==> config.mk <==
export PLATFORM = sky130hd
export DESIGN_NAME = cie_queue
export DESIGN_NICKNAME = d
export VERILOG_FILES = /design/src/hw/rtl/cie_pkg.sv /design/src/hw/rtl/cie_queue.sv
export SDC_FILE = /design/constraint.sdc
export NUM_CORES = 1
export LEC_CHECK = 0
export ABC_CLOCK_PERIOD_IN_PS = 7300
export BUFFER_PORTS_ARGS = -buffer_cell sky130_fd_sc_hd__buf_2
export CORE_AREA = 2 2 99 101
export DETAILED_ROUTE_END_ITERATION = 12
export DIE_AREA = 0 0 101 103
export GPL_TIMING_DRIVEN = 0
export PLACE_DENSITY = 0.92
export SYNTH_ARGS = -nofsm -noshare
export SYNTH_HDL_FRONTEND = slang
export SYNTH_SLANG_ARGS = --single-unit
==> constraint.sdc <==
create_clock -name clk_i -period 7.3 [get_ports clk_i]
set_clock_uncertainty 0.15 [all_clocks]
set_input_delay 1.46 -clock clk_i [delete_from_list [all_inputs] [get_ports clk_i]]
set_output_delay 1.46 -clock clk_i [all_outputs]
set_load 0.02 [all_outputs]
==> src/hw/rtl/cie_pkg.sv <==
package cie_pkg;

  localparam int unsigned MEM_BYTES_DEF = 65536;
  localparam int unsigned QUEUE_DEPTH   = 2;

  // Command codes as they arrive on the input channel.
  localparam logic [2:0] CMD_HALT = 3'd0;
  localparam logic [2:0] CMD_DP   = 3'd1;
  localparam logic [2:0] CMD_MUL  = 3'd2;
  localparam logic [2:0] CMD_LS   = 3'd3;
  localparam logic [2:0] CMD_BR   = 3'd4;

  // Data processing opcodes.
  localparam logic [3:0] OPC_AND = 4'd0;
  localparam logic [3:0] OPC_EOR = 4'd1;
  localparam logic [3:0] OPC_SUB = 4'd2;
  localparam logic [3:0] OPC_RSB = 4'd3;
  localparam logic [3:0] OPC_ADD = 4'd4;
  localparam logic [3:0] OPC_TST = 4'd8;
  localparam logic [3:0] OPC_TEQ = 4'd9;
  localparam logic [3:0] OPC_CMP = 4'd10;
  localparam logic [3:0] OPC_ORR = 4'd12;
  localparam logic [3:0] OPC_MOV = 4'd13;

  // Condition codes.
  localparam logic [3:0] COND_EQ = 4'd0;
  localparam logic [3:0] COND_NE = 4'd1;
  localparam logic [3:0] COND_GE = 4'd10;
  localparam logic [3:0] COND_LT = 4'd11;
  localparam logic [3:0] COND_GT = 4'd12;
  localparam logic [3:0] COND_LE = 4'd13;
  localparam logic [3:0] COND_AL = 4'd14;

  // Shift types.
  localparam logic [1:0] SH_LSL = 2'd0;
  localparam logic [1:0] SH_LSR = 2'd1;
  localparam logic [1:0] SH_ASR = 2'd2;

  localparam logic [3:0] REG_PC = 4'd15;

  typedef enum logic [2:0] {
    CLS_HALT = 3'd0,
    CLS_DP   = 3'd1,
    CLS_MUL  = 3'd2,
    CLS_LS   = 3'd3,
    CLS_BR   = 3'd4,
    CLS_NONE = 3'd5
  } cls_e;

  typedef struct packed {
    cls_e        cls;
    logic [31:0] ins;
    logic [31:0] pc;
  } item_t;

  typedef enum logic [5:0] {
    ST_IDLE  = 6'b000001,
    ST_SHIFT = 6'b000010,
    ST_EXEC  = 6'b000100,
    ST_MEM   = 6'b001000,
    ST_LOAD  = 6'b010000,
    ST_FIN   = 6'b100000
  } state_e;

  function automatic cls_e classify(logic [2:0] cmd);
    cls_e c;
    case (cmd)
      CMD_HALT: c = CLS_HALT;
      CMD_DP:   c = CLS_DP;
      CMD_MUL:  c = CLS_MUL;
      CMD_LS:   c = CLS_LS;
      CMD_BR:   c = CLS_BR;
      default:  c = CLS_NONE;
    endcase
    return c;
  endfunction

  function automatic logic cond_ok(logic [3:0] code, logic [3:0] flags);
    logic n, z, v, ok;
    n = flags[3];
    z = flags[2];
    v = flags[0];
    case (code)
      COND_EQ: ok = z;
      COND_NE: ok = !z;
      COND_GE: ok = (n == v);
      COND_LT: ok = (n != v);
      COND_GT: ok = !z && (n == v);
      COND_LE: ok = z || (n != v);
      COND_AL: ok = 1'b1;
      default: ok = 1'b0;
    endcase
    return ok;
  endfunction

  // Returns {carry, value}.
  function automatic logic [32:0] rot_imm(logic [11:0] op);
    logic [4:0]  r;
    logic [31:0] x;
    logic [63:0] sh;
    logic [32:0] res;
    r  = {op[11:8], 1'b0};
    x  = {24'b0, op[7:0]};
    sh = {x, x} >> r;
    if (r == 5'd0) begin
      res = {1'b0, x};
    end else begin
      res = {sh[31], sh[31:0]};
    end
    return res;
  endfunction

  // Barrel shifter, returns {carry, value}.
  function automatic logic [32:0] shift_op(logic [31:0] v, logic [1:0] typ, logic [7:0] amt);
    logic [32:0] t;
    logic [63:0] sh;
    logic [32:0] res;
    logic        lt32, eq32;
    lt32 = (amt[7:5] == 3'd0);
    eq32 = (amt == 8'd32);
    t    = '0;
    sh   = '0;
    if (amt == 8'd0) begin
      res = {1'b0, v};
    end else begin
      case (typ)
        SH_LSL: begin
          t = {1'b0, v} << amt[4:0];
          if (lt32) res = t;
          else if (eq32) res = {v[0], 32'b0};
          else res = '0;
        end
        SH_LSR: begin
          t = {v, 1'b0} >> amt[4:0];
          if (lt32) res = {t[0], t[32:1]};
          else if (eq32) res = {v[31], 32'b0};
          else res = '0;
        end
        SH_ASR: begin
          t = $signed({v, 1'b0}) >>> amt[4:0];
          if (lt32) res = {t[0], t[32:1]};
          else res = {v[31], {32{v[31]}}};
        end
        default: begin
          sh = {v, v} >> amt[4:0];
          if (amt[4:0] == 5'd0) res = {v[31], v};
          else res = {sh[31], sh[31:0]};
        end
      endcase
    end
    return res;
  endfunction

endpackage

==> src/hw/rtl/cie_queue.sv <==
module cie_queue (
  input  logic           clk_i,
  input  logic           rst_ni,
  input  logic           push_i,
  input  cie_pkg::item_t item_i,
  output logic           full_o,
  input  logic           pop_i,
  output logic           empty_o,
  output cie_pkg::item_t head_o
);

  localparam int unsigned PW = $clog2(cie_pkg::QUEUE_DEPTH);
  localparam int unsigned CW = $clog2(cie_pkg::QUEUE_DEPTH + 1);

  cie_pkg::item_t ent_q [cie_pkg::QUEUE_DEPTH];
  logic [PW-1:0]  wr_ptr_q, rd_ptr_q;
  logic [CW-1:0]  cnt_q;

  assign full_o  = (cnt_q == CW'(cie_pkg::QUEUE_DEPTH));
  assign empty_o = (cnt_q == '0);
  assign head_o  = ent_q[rd_ptr_q];

  always_ff @(posedge clk_i) begin
    if (push_i) ent_q[wr_ptr_q] <= item_i;
  end

  always_ff @(posedge clk_i or negedge rst_ni) begin
    if (!rst_ni) begin
      wr_ptr_q <= '0;
      rd_ptr_q <= '0;
      cnt_q    <= '0;
    end else begin
      if (push_i) wr_ptr_q <= wr_ptr_q + 1'b1;
      if (pop_i) rd_ptr_q <= rd_ptr_q + 1'b1;
      if (push_i && !pop_i) cnt_q <= cnt_q + 1'b1;
      else if (!push_i && pop_i) cnt_q <= cnt_q - 1'b1;
    end
  end

endmodule

==> impl_metrics.json <==
{
  "max_slew.worst_pin.slew_ns": 0.8981,
  "ys_top_cells_by_area": "edfxtp_1, mux2_2, mux2_4, dfrtp_1, xor2_1",
  "setup_violations": 0,
  "hold_path.startpoint": "cnt_q[1]",
  "syn2layout_area_growth_pct": 29.34,
  "cts_buffer_depth": 2,
  "rows": 36,
  "critPathMaxFanout": 10,
  "drtAntennaViolNets": 0,
  "drive_gt1_share_pct": 62.56,
  "critPathKind": "register to primary output",
  "drv_slew": 0,
  "power_leakage_nw": 2.609,
  "antenna_found_initial": 0,
  "drv_cap": 0,
  "status": "complete, no violations",
  "finalCriticalPeriod_ns": 3.385,
  "h-tree-depth": 4,
  "nets": 457,
  "critPathCaptureType": "primary output",
  "clock_latency_ns": 0.50,
  "synth_top_area_share_pct": 78.71,
  "relSlewSlack_pct": 40.12,
  "vdd_drop_max_uv": 324.5,
  "hold_path_class": "register to register",
  "synth_nets": 297,
  "grt-ovfl-total": 0,
  "slowest_delay_ns": 0.38,
  "cp_common_cell": "buf_2",
  "cts-hold-fix-buffers": 0,
  "min_to": "cnt_q[1]",
  "syn_avg_cell_area_sq_um": 22.72,
  "die_h_um": 103,
  "ys_ff_latch": 138,
  "synth_cells": 225,
  "gp_congestion": 0.7008,
  "final_hold_viol_count": 0,
  "layout_setup_ws_ns": 3.915,
  "io_pins": 140,
  "required_ns": 5.69,
  "clkSlewWorstSetupHoldPaths_ns": 0.06,
  "cp-start-kind": "register",
  "wl_per_cell_um": 16.96,
  "drc": 0,
  "numPortBuffers": 139,
  "clockRootBuffer": "clkbuf_8",
  "dp_slack_ns": 4.383,
  "dp.final_hpwl_um": 5576,
  "crit_arrival_ns": 1.77,
  "ctsResizeCount": 0,
  "die_w_um": 101,
  "coreArea_sq_mm": 0.009459,
  "clock.fmax_mhz": 295.5,
  "cts_setup_buffers": 0,
  "whs_path_depth": 1,
  "path_cells": "buf_6 > buf_2 > mux2_2 > buf_2",
  "final_area_sq_mm": 0.006613,
  "drt_pass1_iterations": 4,
  "vias_per_cell": 5.082,
  "grt_pass1_vias": 2662,
  "yosysSeqAreaShare_pct": 80.67,
  "r2r-start": "wr_ptr_q",
  "grt_pass1_wl_um": 12790,
  "slowest_stage": "mux2_2",
  "r2r_cells": 1,
  "cts_tree": "built",
  "cts_made_buffers": 17,
  "gr-usage-all-layers_pct": 16.94,
  "worst_r2r_endpoint": "ent_q[1][53]",
  "synth_cell_types": 14,
  "fin_crit_sh_pct": 46.36,
  "critical_path.top_delay_family": "buffers and inverters",
  "powerDensity_mw_per_mm2": 428.5,
  "num_antenna_cells": 0,
  "tns_ns": 0,
  "synthesis.area_sq_mm": 0.005112,
  "yosysWarnings": 0,
  "wirelength_um": 8685,
  "clock-sinks": 138,
  "start_util_pct": 54.05,
  "rsz0062_at_grt": "false",
  "via_count": 2602,
  "grt_max_degree": 68,
  "path_buf_inv": 3,
  "synth_top_area_cell": "edfxtp_1",
  "die_area_sq_mm": 0.01040,
  "dr.first_iter.drc_count": 126,
  "r2r_slack_ns": 5.54,
  "placed_area_sq_mm": 0.006001
}
## worst max-delay path by stage
| stage | start | to | slack [ns] | depth (start not counted) |
|---|---|---|---|---|
| after floorplan | push_i | ent_q[0][0] | 2.25 | 1 |
| after global placement | push_i | ent_q[0][18] | 0.70 | 2 |
| after detailed placement | push_i | ent_q[1][21] | 4.38 | 2 |
| after CTS | rd_ptr_q | head_o[56] | 3.87 | 4 |
| after global routing | rd_ptr_q | head_o[6] | 3.82 | 4 |
| final | rd_ptr_q | head_o[2] | 3.92 | 4 |
## synthesized netlist by cell type
| master | count |
|---|---|
| and2_1 | 1 |
| buf_2 | 4 |
| buf_6 | 2 |
| buf_8 | 2 |
| dfrtp_1 | 4 |
| edfxtp_1 | 134 |
| ha_1 | 1 |
| inv_1 | 1 |
| mux2_2 | 47 |
| mux2_4 | 20 |
| nor2_1 | 2 |
| nor2b_1 | 2 |
| xnor2_1 | 1 |
| xor2_1 | 4 |
## through the flow
| step | power [W] | hold WS [ns] | util (%) | cells |
|---|---|---|---|---|
| after floorplan | 0.001731 | 0.3055 | - | 225 |
| after global placement | 0.001971 | 0.3186 | 62.91 | 478 |
| after detailed placement | 0.001995 | 0.3784 | 63.44 | 480 |
| after CTS | 0.002867 | 0.3902 | 69.91 | 512 |
| after global routing | 0.002957 | 0.4114 | 69.91 | 512 |
| final | 0.002833 | 0.3847 | 69.91 | 512 |
## per-layer routing
metal  vias up  wire length (um)  track usage, %
met1      1278              3378           18.45
met5         -                 0               0
met3        12               480           5.288
li1       1208                 -               -
met2       104              4725           29.64
met4         0               101           9.356
## cells by family (layout without fill, tap and decap cells)
logic type    after synthesis  in the layout  synth area share [%]
xor+xnor                    5              5                0.8565
fa+ha+maj                   1              1                0.2447
buf+inv                     9            182                 1.493
flops                     138            138                 80.67
mux                        67             67                 16.23
simple gates                5              5                0.5140
## cells in the final DEF (no fill, tap or decap), types with 3 or more instances in the layout
cell / n
clkinv_4: 3
xor2_1: 4
mux2_2: 47
buf_2: 143
dfrtp_1: 4
clkinv_2: 3
bufinv_16: 4
edfxtp_1: 134
clkbuf_16: 16
mux2_4: 20
## where the power goes
part / switching [W] / internal (W)
logic: 0.000498 / 0.000373
clock network: 0.000311 / 0.000554
registers: 0.0000437 / 0.00105
## final cells by class
| class | count | area (sq um) |
|---|---|---|
| Fill cell | 602 | 2846 |
| Clock inverter | 15 | 197.7 |
| Sequential cell | 138 | 4124 |
| Inverter | 1 | 3.754 |
| Timing Repair Buffer | 141 | 735.7 |
| Multi-Input combinational cell | 78 | 922.1 |
| Buffer | 8 | 72.57 |
| Tap cell | 114 | 142.6 |
| Clock buffer | 17 | 414.1 |
## state kept, by name, summed over array words and instances (netlist names)
name	cells
cnt_q	2
ent_q	134
rd_ptr_q	1
wr_ptr_q	1
Power figures use the tool's default switching activity.
